$ cat src/hdl/srf_pkg.sv
// ----------------------------------------------------------------------------
// Sheared scaled rectangle fill: shared definitions
// Payload types, command and status bundles, codes and screen constants.
// ----------------------------------------------------------------------------
`timescale 1ns / 1ps

package srf_pkg;

  // Screen geometry of the frame buffer.
  localparam int unsigned SCREEN_W = 128;
  localparam int unsigned SCREEN_H = 128;

  localparam int unsigned ADDR_W     = 14;
  localparam int unsigned CFG_IDX_W  = 2;
  localparam int unsigned CFG_DATA_W = 16;

  // Shared multiplier: 17-bit signed by 32-bit signed.
  localparam int unsigned MUL_A_W = 17;
  localparam int unsigned MUL_B_W = 32;
  localparam int unsigned PROD_W  = MUL_A_W + MUL_B_W;

  // Exact column sum and the row compare width.
  localparam int unsigned COL_W = 36;
  localparam int unsigned ROW_W = 18;

  // Slots of the held shear factors.
  localparam int unsigned SHEAR_ROW    = 0;
  localparam int unsigned SHEAR_COLUMN = 1;
  localparam int unsigned SHEAR_SECOND = 2;
  localparam int unsigned SHEAR_N      = 3;

  typedef enum logic {
    OP_START = 1'b0,
    OP_STEP  = 1'b1
  } opcode_e;

  typedef enum logic [CFG_IDX_W-1:0] {
    CFG_VIEW_LEFT   = 2'd0,
    CFG_VIEW_TOP    = 2'd1,
    CFG_VIEW_WIDTH  = 2'd2,
    CFG_VIEW_HEIGHT = 2'd3
  } cfg_idx_e;

  typedef enum logic [1:0] {
    MUL_WIDTH,
    MUL_HEIGHT,
    MUL_XSHIFT,
    MUL_XSECOND
  } mul_sel_e;

  typedef enum logic [3:0] {
    S_IDLE,
    S_EXT_X_MUL,
    S_EXT_X,
    S_EXT_Y,
    S_XS_MUL,
    S_ROW,
    S_X2_MUL,
    S_COL,
    S_EMIT
  } state_e;

  typedef struct packed {
    logic               opcode;
    logic [15:0]        fill_color;
    logic signed [15:0] corner_x;
    logic signed [15:0] corner_y;
    logic [15:0]        rect_width;
    logic [15:0]        rect_height;
    logic signed [31:0] scale_x;
    logic signed [31:0] scale_y;
    logic signed [31:0] row_shear;
    logic signed [31:0] column_shear;
    logic signed [31:0] second_shear;
  } in_item_t;

  typedef struct packed {
    logic [ADDR_W-1:0] pixel_address;
    logic [15:0]       pixel_color;
    logic              write_enable;
    logic              last;
  } out_item_t;

  typedef struct packed {
    logic     capture;
    logic     mul_en;
    mul_sel_e mul_sel;
    logic     ext_x;
    logic     ext_y;
    logic     row_load;
    logic     vacc_load;
    logic     col_load;
    logic     emit_load;
  } cmd_t;

  typedef struct packed {
    logic busy;
    logic out_free;
  } status_t;

endpackage

$ cat src/hdl/srf_ctrl.sv
// ----------------------------------------------------------------------------
// Sheared scaled rectangle fill: controller
// Sequences start and step transactions through the shared datapath.
// ----------------------------------------------------------------------------
`timescale 1ns / 1ps

module srf_ctrl (
  input  logic             clk_i,
  input  logic             rst_ni,
  input  logic             in_valid_i,
  input  logic             in_opcode_i,
  input  srf_pkg::status_t status_i,
  output logic             in_stall_o,
  output srf_pkg::cmd_t    cmd_o
);

  srf_pkg::state_e state_q, state_d;
  logic            accept;

  assign in_stall_o = (state_q != srf_pkg::S_IDLE);
  assign accept     = in_valid_i && !in_stall_o;

  always_ff @(posedge clk_i or negedge rst_ni) begin
    if (!rst_ni) begin
      state_q <= srf_pkg::S_IDLE;
    end else begin
      state_q <= state_d;
    end
  end

  always_comb begin
    state_d = state_q;
    unique case (state_q)
      srf_pkg::S_IDLE: begin
        if (accept) begin
          if (in_opcode_i == srf_pkg::OP_START) begin
            state_d = srf_pkg::S_EXT_X_MUL;
          end else if (status_i.busy) begin
            state_d = srf_pkg::S_XS_MUL;
          end else begin
            state_d = srf_pkg::S_EMIT;
          end
        end
      end
      srf_pkg::S_EXT_X_MUL: state_d = srf_pkg::S_EXT_X;
      srf_pkg::S_EXT_X:     state_d = srf_pkg::S_EXT_Y;
      srf_pkg::S_EXT_Y:     state_d = srf_pkg::S_IDLE;
      srf_pkg::S_XS_MUL:    state_d = srf_pkg::S_ROW;
      srf_pkg::S_ROW:       state_d = srf_pkg::S_X2_MUL;
      srf_pkg::S_X2_MUL:    state_d = srf_pkg::S_COL;
      srf_pkg::S_COL:       state_d = srf_pkg::S_EMIT;
      srf_pkg::S_EMIT: begin
        if (status_i.out_free) begin
          state_d = srf_pkg::S_IDLE;
        end
      end
      default: state_d = srf_pkg::S_IDLE;
    endcase
  end

  always_comb begin
    cmd_o         = '0;
    cmd_o.mul_sel = srf_pkg::MUL_WIDTH;
    cmd_o.capture = accept;
    unique case (state_q)
      srf_pkg::S_IDLE: begin
      end
      srf_pkg::S_EXT_X_MUL: begin
        cmd_o.mul_en  = 1'b1;
        cmd_o.mul_sel = srf_pkg::MUL_WIDTH;
      end
      srf_pkg::S_EXT_X: begin
        cmd_o.ext_x   = 1'b1;
        cmd_o.mul_en  = 1'b1;
        cmd_o.mul_sel = srf_pkg::MUL_HEIGHT;
      end
      srf_pkg::S_EXT_Y: begin
        cmd_o.ext_y = 1'b1;
      end
      srf_pkg::S_XS_MUL: begin
        cmd_o.mul_en  = 1'b1;
        cmd_o.mul_sel = srf_pkg::MUL_XSHIFT;
      end
      srf_pkg::S_ROW: begin
        cmd_o.row_load = 1'b1;
      end
      srf_pkg::S_X2_MUL: begin
        cmd_o.mul_en    = 1'b1;
        cmd_o.mul_sel   = srf_pkg::MUL_XSECOND;
        cmd_o.vacc_load = 1'b1;
      end
      srf_pkg::S_COL: begin
        cmd_o.col_load = 1'b1;
      end
      srf_pkg::S_EMIT: begin
        cmd_o.emit_load = status_i.out_free;
      end
      default: begin
      end
    endcase
  end

endmodule

$ cat src/hdl/srf_datapath.sv
// ----------------------------------------------------------------------------
// Sheared scaled rectangle fill: datapath
// Viewport registers, rectangle state, shared multiplier and result register.
// ----------------------------------------------------------------------------
`timescale 1ns / 1ps

module srf_datapath (
  input  logic                            clk_i,
  input  logic                            rst_ni,
  input  srf_pkg::cmd_t                   cmd_i,
  input  srf_pkg::in_item_t               in_data_i,
  input  logic                            cfg_we_i,
  input  logic [srf_pkg::CFG_IDX_W-1:0]   cfg_index_i,
  input  logic [srf_pkg::CFG_DATA_W-1:0]  cfg_data_i,
  input  logic                            out_stall_i,
  output srf_pkg::status_t                status_o,
  output logic                            out_valid_o,
  output srf_pkg::out_item_t              out_data_o
);

  localparam int unsigned ColPad = srf_pkg::COL_W - 16;
  localparam int unsigned RowPad = srf_pkg::ROW_W - 16;

  // Viewport configuration.
  logic signed [15:0] view_left_q, view_top_q;
  logic [15:0]        view_width_q, view_height_q;

  // Captured transaction and rectangle state.
  srf_pkg::in_item_t  in_q;
  logic signed [15:0] start_column_q, start_column_d;
  logic signed [15:0] start_row_q, start_row_d;
  logic [15:0]        span_columns_q, span_columns_d;
  logic [15:0]        span_rows_q, span_rows_d;
  logic [15:0]        row_count_q, row_count_d;
  logic [15:0]        column_count_q, column_count_d;
  logic [31:0]        row_shift_acc_q, row_shift_acc_d;
  logic [31:0]        vertical_acc_q, vertical_acc_d;
  logic [15:0]        held_color_q, held_color_d;
  logic [31:0]        held_shears_q [srf_pkg::SHEAR_N];
  logic [31:0]        held_shears_d [srf_pkg::SHEAR_N];
  logic               busy_q, busy_d;

  // Shared multiplier.
  logic signed [srf_pkg::MUL_A_W-1:0] mul_a;
  logic signed [srf_pkg::MUL_B_W-1:0] mul_b;
  logic signed [srf_pkg::PROD_W-1:0]  product_d, product_q;

  // Per-pixel intermediates.
  logic signed [15:0]               xs;
  logic signed [15:0]               row_s;
  logic signed [16:0]               row_delta;
  logic [15:0]                      row_base;
  logic [31:0]                      yp_d, yp_q;
  logic signed [32:0]               x2;
  logic signed [srf_pkg::COL_W-1:0] col_d, col_q;

  // Extent of the product held in the multiplier register.
  logic signed [32:0] ext_val;
  logic [32:0]        ext_abs;
  logic [15:0]        ext_span, ext_shift;

  // Clipping and addressing.
  logic signed [srf_pkg::COL_W-1:0] left_ext, right_ext, scr_w_ext;
  logic signed [srf_pkg::ROW_W-1:0] row_ext, top_ext, bottom_ext, scr_h_ext;
  logic                             col_ok, row_ok, on_screen;
  logic [srf_pkg::ADDR_W-1:0]       pix_addr;
  logic [16:0]                      col_next, row_next;
  logic                             col_end, row_end;

  srf_pkg::out_item_t out_q, out_d;
  logic               out_valid_q;

  always_ff @(posedge clk_i or negedge rst_ni) begin
    if (!rst_ni) begin
      view_left_q   <= '0;
      view_top_q    <= '0;
      view_width_q  <= 16'd128;
      view_height_q <= 16'd128;
    end else if (cfg_we_i) begin
      unique case (srf_pkg::cfg_idx_e'(cfg_index_i))
        srf_pkg::CFG_VIEW_LEFT:   view_left_q   <= cfg_data_i;
        srf_pkg::CFG_VIEW_TOP:    view_top_q    <= cfg_data_i;
        srf_pkg::CFG_VIEW_WIDTH:  view_width_q  <= cfg_data_i;
        srf_pkg::CFG_VIEW_HEIGHT: view_height_q <= cfg_data_i;
        default: begin
        end
      endcase
    end
  end

  always_ff @(posedge clk_i) begin
    if (cmd_i.capture) begin
      in_q <= in_data_i;
    end
  end

  assign xs        = row_shift_acc_q[31:16];
  assign row_s     = yp_q[31:16];
  assign row_delta = {row_s[15], row_s} - {start_row_q[15], start_row_q};

  always_comb begin
    unique case (cmd_i.mul_sel)
      srf_pkg::MUL_WIDTH: begin
        mul_a = {1'b0, in_q.rect_width};
        mul_b = in_q.scale_x;
      end
      srf_pkg::MUL_HEIGHT: begin
        mul_a = {1'b0, in_q.rect_height};
        mul_b = in_q.scale_y;
      end
      srf_pkg::MUL_XSHIFT: begin
        mul_a = {xs[15], xs};
        mul_b = held_shears_q[srf_pkg::SHEAR_COLUMN];
      end
      srf_pkg::MUL_XSECOND: begin
        mul_a = row_delta;
        mul_b = held_shears_q[srf_pkg::SHEAR_SECOND];
      end
      default: begin
        mul_a = '0;
        mul_b = '0;
      end
    endcase
  end

  assign product_d = mul_a * mul_b;

  always_ff @(posedge clk_i) begin
    if (cmd_i.mul_en) begin
      product_q <= product_d;
    end
  end

  // Floor of the scaled size; a negative extent mirrors about the corner.
  assign ext_val   = product_q[srf_pkg::PROD_W-1:16];
  assign ext_abs   = ext_val[32] ? 33'(-ext_val) : 33'(ext_val);
  assign ext_span  = (ext_abs > 33'd65535) ? 16'hFFFF : ext_abs[15:0];
  assign ext_shift = ext_val[32] ? ext_span : 16'd0;

  // Sheared row: restart from the row base at the first column.
  assign row_base = start_row_q + row_count_q;
  assign yp_d     = (column_count_q == '0) ? ({row_base, 16'h0000} + product_q[31:0])
                                           : vertical_acc_q;

  assign x2    = product_q[srf_pkg::PROD_W-1:16];
  assign col_d = {{ColPad{start_column_q[15]}}, start_column_q}
               + {{ColPad{1'b0}}, column_count_q}
               + {{ColPad{xs[15]}}, xs}
               + {{(srf_pkg::COL_W - 33){x2[32]}}, x2};

  always_ff @(posedge clk_i) begin
    if (cmd_i.row_load) begin
      yp_q <= yp_d;
    end
    if (cmd_i.col_load) begin
      col_q <= col_d;
    end
  end

  assign left_ext   = {{ColPad{view_left_q[15]}}, view_left_q};
  assign right_ext  = left_ext + {{ColPad{1'b0}}, view_width_q};
  assign scr_w_ext  = srf_pkg::COL_W'(srf_pkg::SCREEN_W);
  assign row_ext    = {{RowPad{row_s[15]}}, row_s};
  assign top_ext    = {{RowPad{view_top_q[15]}}, view_top_q};
  assign bottom_ext = top_ext + {{RowPad{1'b0}}, view_height_q};
  assign scr_h_ext  = srf_pkg::ROW_W'(srf_pkg::SCREEN_H);

  assign col_ok = (col_q >= left_ext) && (col_q < right_ext) &&
                  !col_q[srf_pkg::COL_W-1] && (col_q < scr_w_ext);
  assign row_ok = (row_ext >= top_ext) && (row_ext < bottom_ext) &&
                  !row_s[15] && (row_ext < scr_h_ext);
  assign on_screen = col_ok && row_ok;

  assign pix_addr = srf_pkg::ADDR_W'(32'(row_s[15:0]) * srf_pkg::SCREEN_W
                                     + 32'(col_q[15:0]));

  assign col_next = {1'b0, column_count_q} + 17'd1;
  assign row_next = {1'b0, row_count_q} + 17'd1;
  assign col_end  = (col_next >= {1'b0, span_columns_q});
  assign row_end  = (row_next >= {1'b0, span_rows_q});

  always_comb begin
    out_d.pixel_color = held_color_q;
    if (busy_q) begin
      out_d.pixel_address = on_screen ? pix_addr : '0;
      out_d.write_enable  = on_screen;
      out_d.last          = col_end && row_end;
    end else begin
      out_d.pixel_address = '0;
      out_d.write_enable  = 1'b0;
      out_d.last          = 1'b1;
    end
  end

  always_comb begin
    start_column_d  = start_column_q;
    start_row_d     = start_row_q;
    span_columns_d  = span_columns_q;
    span_rows_d     = span_rows_q;
    row_count_d     = row_count_q;
    column_count_d  = column_count_q;
    row_shift_acc_d = row_shift_acc_q;
    vertical_acc_d  = vertical_acc_q;
    held_color_d    = held_color_q;
    held_shears_d   = held_shears_q;
    busy_d          = busy_q;

    if (cmd_i.ext_x) begin
      start_column_d = in_q.corner_x - ext_shift;
      span_columns_d = ext_span;
    end

    if (cmd_i.ext_y) begin
      start_row_d                          = in_q.corner_y - ext_shift;
      span_rows_d                          = ext_span;
      held_color_d                         = in_q.fill_color;
      held_shears_d[srf_pkg::SHEAR_ROW]    = in_q.row_shear;
      held_shears_d[srf_pkg::SHEAR_COLUMN] = in_q.column_shear;
      held_shears_d[srf_pkg::SHEAR_SECOND] = in_q.second_shear;
      row_count_d                          = '0;
      column_count_d                       = '0;
      row_shift_acc_d                      = '0;
      vertical_acc_d                       = '0;
      busy_d                               = (span_columns_q != '0) && (ext_span != '0);
    end

    if (cmd_i.vacc_load) begin
      vertical_acc_d = yp_q + held_shears_q[srf_pkg::SHEAR_COLUMN];
    end

    if (cmd_i.emit_load && busy_q) begin
      if (col_end) begin
        column_count_d = '0;
        if (row_end) begin
          busy_d = 1'b0;
        end else begin
          row_count_d     = row_next[15:0];
          row_shift_acc_d = row_shift_acc_q + held_shears_q[srf_pkg::SHEAR_ROW];
        end
      end else begin
        column_count_d = col_next[15:0];
      end
    end
  end

  always_ff @(posedge clk_i or negedge rst_ni) begin
    if (!rst_ni) begin
      start_column_q  <= '0;
      start_row_q     <= '0;
      span_columns_q  <= '0;
      span_rows_q     <= '0;
      row_count_q     <= '0;
      column_count_q  <= '0;
      row_shift_acc_q <= '0;
      vertical_acc_q  <= '0;
      held_color_q    <= '0;
      for (int i = 0; i < srf_pkg::SHEAR_N; i++) begin
        held_shears_q[i] <= '0;
      end
      busy_q          <= 1'b0;
    end else begin
      start_column_q  <= start_column_d;
      start_row_q     <= start_row_d;
      span_columns_q  <= span_columns_d;
      span_rows_q     <= span_rows_d;
      row_count_q     <= row_count_d;
      column_count_q  <= column_count_d;
      row_shift_acc_q <= row_shift_acc_d;
      vertical_acc_q  <= vertical_acc_d;
      held_color_q    <= held_color_d;
      held_shears_q   <= held_shears_d;
      busy_q          <= busy_d;
    end
  end

  always_ff @(posedge clk_i or negedge rst_ni) begin
    if (!rst_ni) begin
      out_valid_q <= 1'b0;
    end else if (cmd_i.emit_load) begin
      out_valid_q <= 1'b1;
    end else if (!out_stall_i) begin
      out_valid_q <= 1'b0;
    end
  end

  always_ff @(posedge clk_i) begin
    if (cmd_i.emit_load) begin
      out_q <= out_d;
    end
  end

  assign status_o.busy     = busy_q;
  assign status_o.out_free = !out_valid_q || !out_stall_i;
  assign out_valid_o       = out_valid_q;
  assign out_data_o        = out_q;

endmodule

$ cat src/hdl/sheared_scaled_rect_fill_core.sv
// ----------------------------------------------------------------------------
// Sheared scaled rectangle fill core
// Turns rectangle start and raster step transactions into pixel writes.
// ----------------------------------------------------------------------------
`timescale 1ns / 1ps

// A start transaction loads a rectangle (color, corner, size, signed 16.16
// scales and three 16.16 shear factors) and produces no output; each step
// transaction afterwards produces exactly one pixel write transaction with
// the frame-buffer address row * SCREEN_W + column, the color, a write flag
// that is low outside the viewport or screen, and a last flag. The input
// is stalled while a transaction is worked on: a start while its two
// extents are formed, a step while its shear products and column sum are
// formed and its result is loaded (only the load if no rectangle is
// pending), and a step also while the previous result is still held by a
// stalled output. These stalls come from the single shared 17 x 32 signed
// multiplier, which the two extents of a start and the two shear products
// of a step use in turn, and from the registered column sum ahead of the
// clipping compare. The output register lets the next transaction be taken
// while a result waits. The user must write the viewport registers through
// the plain write port only while the block is idle; the block does not enforce it.

module sheared_scaled_rect_fill_core (
  input  logic                           clk_i,
  input  logic                           rst_ni,
  input  logic                           in_valid_i,
  output logic                           in_stall_o,
  input  srf_pkg::in_item_t              in_data_i,
  output logic                           out_valid_o,
  input  logic                           out_stall_i,
  output srf_pkg::out_item_t             out_data_o,
  input  logic                           cfg_we_i,
  input  logic [srf_pkg::CFG_IDX_W-1:0]  cfg_index_i,
  input  logic [srf_pkg::CFG_DATA_W-1:0] cfg_data_i
);

  // Commands flow from the controller into the datapath; status flows back.
  srf_pkg::cmd_t    cmd;
  srf_pkg::status_t status;

  srf_ctrl u_ctrl (
    .clk_i       (clk_i),
    .rst_ni      (rst_ni),
    .in_valid_i  (in_valid_i),
    .in_opcode_i (in_data_i.opcode),
    .status_i    (status),
    .in_stall_o  (in_stall_o),
    .cmd_o       (cmd)
  );

  srf_datapath u_datapath (
    .clk_i       (clk_i),
    .rst_ni      (rst_ni),
    .cmd_i       (cmd),
    .in_data_i   (in_data_i),
    .cfg_we_i    (cfg_we_i),
    .cfg_index_i (cfg_index_i),
    .cfg_data_i  (cfg_data_i),
    .out_stall_i (out_stall_i),
    .status_o    (status),
    .out_valid_o (out_valid_o),
    .out_data_o  (out_data_o)
  );

  // The input is stalled in the cycle after every accepted transaction.
  assert property (@(posedge clk_i) disable iff (!rst_ni)
    (in_valid_i && !in_stall_o) |=> in_stall_o)
    else $error("input taken on two consecutive cycles");

  // A start transaction never leads to a result on the next cycle.
  assert property (@(posedge clk_i) disable iff (!rst_ni)
    (in_valid_i && !in_stall_o && (in_data_i.opcode == srf_pkg::OP_START) &&
     !out_valid_o) |=> !out_valid_o)
    else $error("start transaction produced a result");

  // A new result is only loaded while a transaction is being processed.
  assert property (@(posedge clk_i) disable iff (!rst_ni)
    $rose(out_valid_o) |-> $past(in_stall_o))
    else $error("result appeared without a transaction in progress");

  // A clipped or idle pixel always carries a zero address.
  assert property (@(posedge clk_i) disable iff (!rst_ni)
    (out_valid_o && !out_data_o.write_enable) |-> (out_data_o.pixel_address == '0))
    else $error("suppressed write carries a nonzero address");

endmodule

$ cat config.mk
export PLATFORM = sky130hd
export DESIGN_NAME = sheared_scaled_rect_fill_core
export DESIGN_NICKNAME = d
export VERILOG_FILES = /design/src/hdl/srf_pkg.sv /design/src/hdl/srf_ctrl.sv /design/src/hdl/srf_datapath.sv /design/src/hdl/sheared_scaled_rect_fill_core.sv
export SDC_FILE = /design/constraint.sdc
export NUM_CORES = 2
export LEC_CHECK = 0
export ABC_CLOCK_PERIOD_IN_PS = 9000
export BUFFER_PORTS_ARGS = -buffer_cell sky130_fd_sc_hd__buf_2
export CAP_MARGIN = 25
export CORE_MARGIN = 4
export CORE_UTILIZATION = 45
export DETAILED_ROUTE_END_ITERATION = 8
export HOLD_SLACK_MARGIN = 0.02
export PLACE_DENSITY_LB_ADDON = 0.12
export SLEW_MARGIN = 20
export SYNTH_ARGS = -nofsm -noshare
export SYNTH_HDL_FRONTEND = slang
export SYNTH_SLANG_ARGS = --single-unit
$ cat constraint.sdc
create_clock -name clk_i -period 9 [get_ports clk_i]
set_input_delay 0 -clock clk_i [delete_from_list [all_inputs] [get_ports clk_i]]
set_output_delay 0 -clock clk_i [all_outputs]
set_load 0.1 [all_outputs]
* Yosys cells after proc, flatten, opt, wreduce, memory -nomap -nowiden
Index checks and enable logic that the tools add are counted.
Cells by class: equality and inequality tests 17, multipliers 1, add/subtract/negate cells 16, reductions and logical operators 32, muxes and demuxes 37, order comparisons 9
Operators by type and width (count):
- two-way mux 32 bit | 7
- two-way mux 16 bit | 9
- one-hot mux 32 bit (4 select lines) | 1
- adder 32 bit | 3
- adder 36 bit | 2
- one-hot mux 17 bit (4 select lines) | 1
- adder 16 x 17 -> 18 bit | 3
- multiplier 17 x 32 -> 49 bit | 1
- >= comparator 36 x 16 -> 1 bit | 1
- less-than comparator 36 x 18 -> 1 bit | 1
- less-than comparator 36 x 9 -> 1 bit, second input constant | 1
- adder 16 x 1 -> 17 bit, second input constant | 2
- >= comparator 17 x 16 -> 1 bit | 2
- > comparator 33 x 16 -> 1 bit, second input constant | 1
- two-way mux 33 bit | 1
- negation 33 bit | 1
- one-hot mux 4 bit (8 select lines) | 1
- nonzero test 16 bit | 2
- subtractor 16 bit | 2
- less-than comparator 16 x 18 -> 1 bit | 1
- subtractor 16 x 16 -> 17 bit | 1
- adder 16 bit | 1
- == test 4 x 3 -> 1 bit, second input constant | 4
- >= comparator 16 bit | 1
- 20 further kinds | 62
Word-level totals: word-level logic and storage cells 148, output and inout bits 34, input port bits 264, register bits 731

* Depth between registers and ports, before layout
depth after elaboration 10, mapped depth 38, depth with buffers taken out 35

* Modules after synthesis
A second synthesis with hierarchy kept.
Unflattened totals: cell total of the unflattened synthesis 5780, area, all modules 60281.6 µm²
Modules (own cells, without submodules):
- srf_datapath | cells an instance 5743, area each 59993.8 µm², times used 1, sequential area each 20081.8 µm²
- srf_ctrl | cells an instance 37, area each 287.8 µm², times used 1, sequential area each 100.1 µm²

* Worst setup path after synthesis
OpenSTA, ideal clock, no wires.
path kind reg2reg, from register u_datapath.yp_q[16], to register u_datapath.product_q[48] (netlist bit) (data pin), buffers on the path 1, setup slack 0.336 ns, stages on the path, launching flop included 34, data arrival time 8.404 ns, data required time 8.740 ns, library setup time 0.260 ns, clock period less this slack 8.664 ns, cell sequence edfxtp_1 inv_1 ha_1 fa_1 nor2b_1 o21ai_0 a21boi_0 o211ai_1 a21oi_1 nor3_1 o31a_1 nand2b_1 a21oi_1 clkbuf_1 nor2_1 fa_1 fa_1 fa_1 fa_1 fa_1 inv_1 fa_1 inv_1 ha_1 a21o_1 a21o_1 a2111oi_0 o31ai_1 o211ai_1 nor4b_2 o21a_1 o21ai_0 a21oi_1 xnor2_1
On the way: word-level cells in the longest chain between the ends 3
RTL lines:
- from (decl) | RTL line srf_datapath.sv:53 | logic [31:0] yp_d, yp_q;
- from (signal assigned) | RTL line srf_datapath.sv:153 | yp_q <= yp_d;
- subtractor 16 x 16 -> 17 bit | RTL line srf_datapath.sv:99 | assign row_delta = {row_s[15], row_s} - {start_row_q[15], start_row_q};
- one-hot mux 17 bit (4 select lines) | RTL line srf_datapath.sv:102 | unique case (cmd_i.mul_sel)
- multiplier 17 x 32 -> 49 bit | RTL line srf_datapath.sv:126 | assign product_d = mul_a * mul_b;
- net u_datapath.product_d, one bit | RTL line srf_datapath.sv:46 | logic signed [srf_pkg::PROD_W-1:0] product_d, product_q;
- to (signal assigned) | RTL line srf_datapath.sv:130 | product_q <= product_d;
- to (decl) | RTL line srf_datapath.sv:46
The timed path passes the listed nets, and every way through them passes these cells. A chain may end at the register's enable or synchronous reset.

* Worst setup path in the final report
from register u_datapath.yp_q[16], to register u_datapath.product_q[41] (netlist bit) (data pin)
The elaborated chain is that of the path after synthesis.

==> results.toml <==
[run_status]
status = "completed"

[logic_synthesis]
postSynthAreaPerCell_um2 = 9.717
syn_area_um2 = 60470
yosysTopAreaCell = "edfxtp_1"
dominantRegCellSynth = "edfxtp_1"
yosysUniqueCellTypes = 85
yosys_warnings = 0
seq_area_frac_synth_pct = 33.48
synth-edff-count = 389
synthesis.nets = 7537
synth-async-reset-ratio_pct = 46.79
netlist.area_leader.share_pct = 19.32
synth_seq_cells = 731
synth_area_leaders = "edfxtp_1 19%, fa_1 19%, dfrtp_1 14%, ha_1 10%, nand2_1 6.3%"
synthCells = 6223

[clock_network]
insertion_delay_ns = 0.71
clockBufferDepth = 3
cts_max_level = 3
path_clk_slew_ns = 0.06
cts_tree = "done"
root_buffer = "clkbuf_16"
cts_made_buffers = 86
cts_sinks = 731

[global_routing]
grt_first_pass_wirelength_mm = 299.8
antenna_found_initial = 1
first_global_vias = 49631
grt_max_degree = 150
grt-ovfl-total = 0
grt_usage_pct = 27.80

[floorplan]
coreArea_um2 = 133500
ioPinCount = 298
dieArea_um2 = 140300
fp-row-count = 134
start_util_pct = 45.31
die_h_um = 374.6
die_w_um = 374.6

[timing]
min_period_ns = 8.749
setup_viol = 0
tightest_slew_ns = 1.115
final_hold_viol_count = 0
period_share_pct = 97.21
finClkSkew_ns = 0.02883
hold_slack_ns = 0.06833
max_freq_mhz = 114.3
relSlewSlack_pct = 25.66
slew_viol_final = 0

[critical_path]
slowest_stage = "fa_1"
cpPeakStageDelay_ns = 0.54
path_max_fanout = 12
end_kind = "flip-flop"
critPathLaunchType = "flip-flop"
arrival_ns = 9.20
worst-endpoint-required_ns = 9.45
critPathKind = "reg2reg"

[detailed_routing]
firstDrtPassIters = 8
via_per_inst = 5.399
drtAntennaViolNets = 0
initialDrtViolationCount = 3679
vias = 48367
avgRoutedWirePerCell_um = 22.02
drc = 0
wl_mm = 197.3

[placement]
place.detailed.hpwl_mm = 152.1
dp.cells = 8275
gp_congestion = 0.9457
numPortBuffers = 297

[min_path]
hold_class = "in2reg"

[layout]
nNetsFinal = 8431
num-fill-cells = 11842
fin_cells = 8959
drive_above_1_share_pct = 11.59
area_growth_pct = 22.25

[run]
cap_violations = 0
## Yosys cell counts, drive strengths merged (133+ instances only)
cell type	n
o21ai	280
edfxtp	389
a21oi	305
inv	861
xnor2	190
dfrtp	340
clkbuf	188
fa	566
a21o	169
nor2	327
ha	484
nand3	133
nand2	1018
## per-stage QoR
stage / area [um2] / utilization (%) / TNS, ns / setup WS (ns)
2_1_floorplan: 60470 / - / 0 / 0.3360
3_3_place_gp: 65210 / 48.86 / -0.01763 / -0.008842
3_5_place_dp: 65250 / 48.89 / -0.2378 / -0.08455
4_1_cts: 73360 / 54.97 / 0 / 0.01163
5_1_grt: 73920 / 55.39 / -0.4951 / -0.1238
6_report: 73920 / 55.39 / 0 / 0.2514
## registers in the layout, indices dropped and copies added (netlist names), 32 cells and up
register,flops
u_datapath.product_q,49
u_datapath.vertical_acc_q,32
u_datapath.row_shift_acc_q,32
u_datapath.col_q,36
u_datapath.held_shears_q,96
u_datapath.in_q,240
u_datapath.out_data_o,32
u_datapath.yp_q,32
## per-layer routing
layer	GRT usage [%]	up-vias	share of wire [%]	routed length (um)
li1	-	22541	-	-
met1	37.94	23955	43	85460
met2	45.21	1554	47	91810
met3	4.212	317	6.0	11930
met4	9.997	0	4.1	8069
met5	0	-	0	0
## layout make-up
type / instances / area (um2) / area share (%)
Multi-Input combinational cell: 4430 / 36660 / 49.59
Sequential cell: 731 / 20240 / 27.38
Timing Repair Buffer: 1007 / 8449 / 11.43
Inverter: 861 / 3232 / 4.372
Clock buffer: 103 / 2276 / 3.079
Tap cell: 1768 / 2212 / 2.993
Clock inverter: 58 / 847.1 / 1.146
Antenna cell: 1 / 2.502 / 0.003385
## cell families (layout without fill, tap and decap cells)
kind of cell               Yosys count  count (layout)  share of synthesized area [%]
other                                0               1                              0
buffers and inverters             1062            2029                          6.617
DFF                                731             731                          33.48
and+or+nand+nor                   1926            1926                          14.17
adders and majority gates         1050            1050                          28.75
AOI/OAI and AO/OA                 1087            1087                          11.38
muxes                               70              70                          1.297
xor gates and xnor gates           297             297                          4.302
## cell usage in the layout (no fill, tap or decap), types with 184 or more instances in the layout
master / Yosys / routed
buf_2: 3 / 298
a21oi_1: 305 / 295
nand2_1: 1018 / 1016
xnor2_1: 190 / 188
edfxtp_1: 389 / 389
dfrtp_1: 340 / 340
fa_1: 566 / 563
ha_1: 484 / 477
dlygate4sd3_1: 0 / 495
buf_4: 1 / 184
o21ai_0: 272 / 268
nor2_1: 327 / 315
inv_1: 861 / 861
## worst max-delay path, delay by kind of cell (launching register included)
kind | cells | cell delay (ns)
flip-flops | 1 | 0.35
AO/OA/AOI/OAI | 9 | 1.45
buffers and inverters | 9 | 0.79
XOR/XNOR | 2 | 0.38
AND/OR/NAND/NOR | 9 | 1.46
adder cells (fa/ha/maj) | 9 | 4.04
## path summary, 6_finish.rpt
kind	start	endpoint	slack [ns]	depth (start not counted)
max in group asynchronous	rst_ni	u_datapath.held_shears_q[18]	6.83	5
worst max register to register	u_datapath.yp_q[16]	u_datapath.product_q[41]	0.25	38
worst min-delay path	in_data_i[94]	u_datapath.in_q[94]	0.07	2
worst max-delay path	u_datapath.yp_q[16]	u_datapath.product_q[41]	0.25	38
worst min register to register	u_datapath.in_q[95]	u_datapath.held_shears_q[95]	0.42	2
min in group asynchronous	rst_ni	u_datapath.column_count_q[3]	0.53	4
## timing repair
item,in CTS,in global routing
hold buffers,496,0
buffers inserted,1,20
cloned,0,4
pin swaps,0,58
endpoints found under the hold margin,435,0
resized for setup,2,52
setup endpoints to repair,4,18
Power is not shown: default switching activity piles up to over one toggle a cycle in this logic, so the estimate is an artifact.
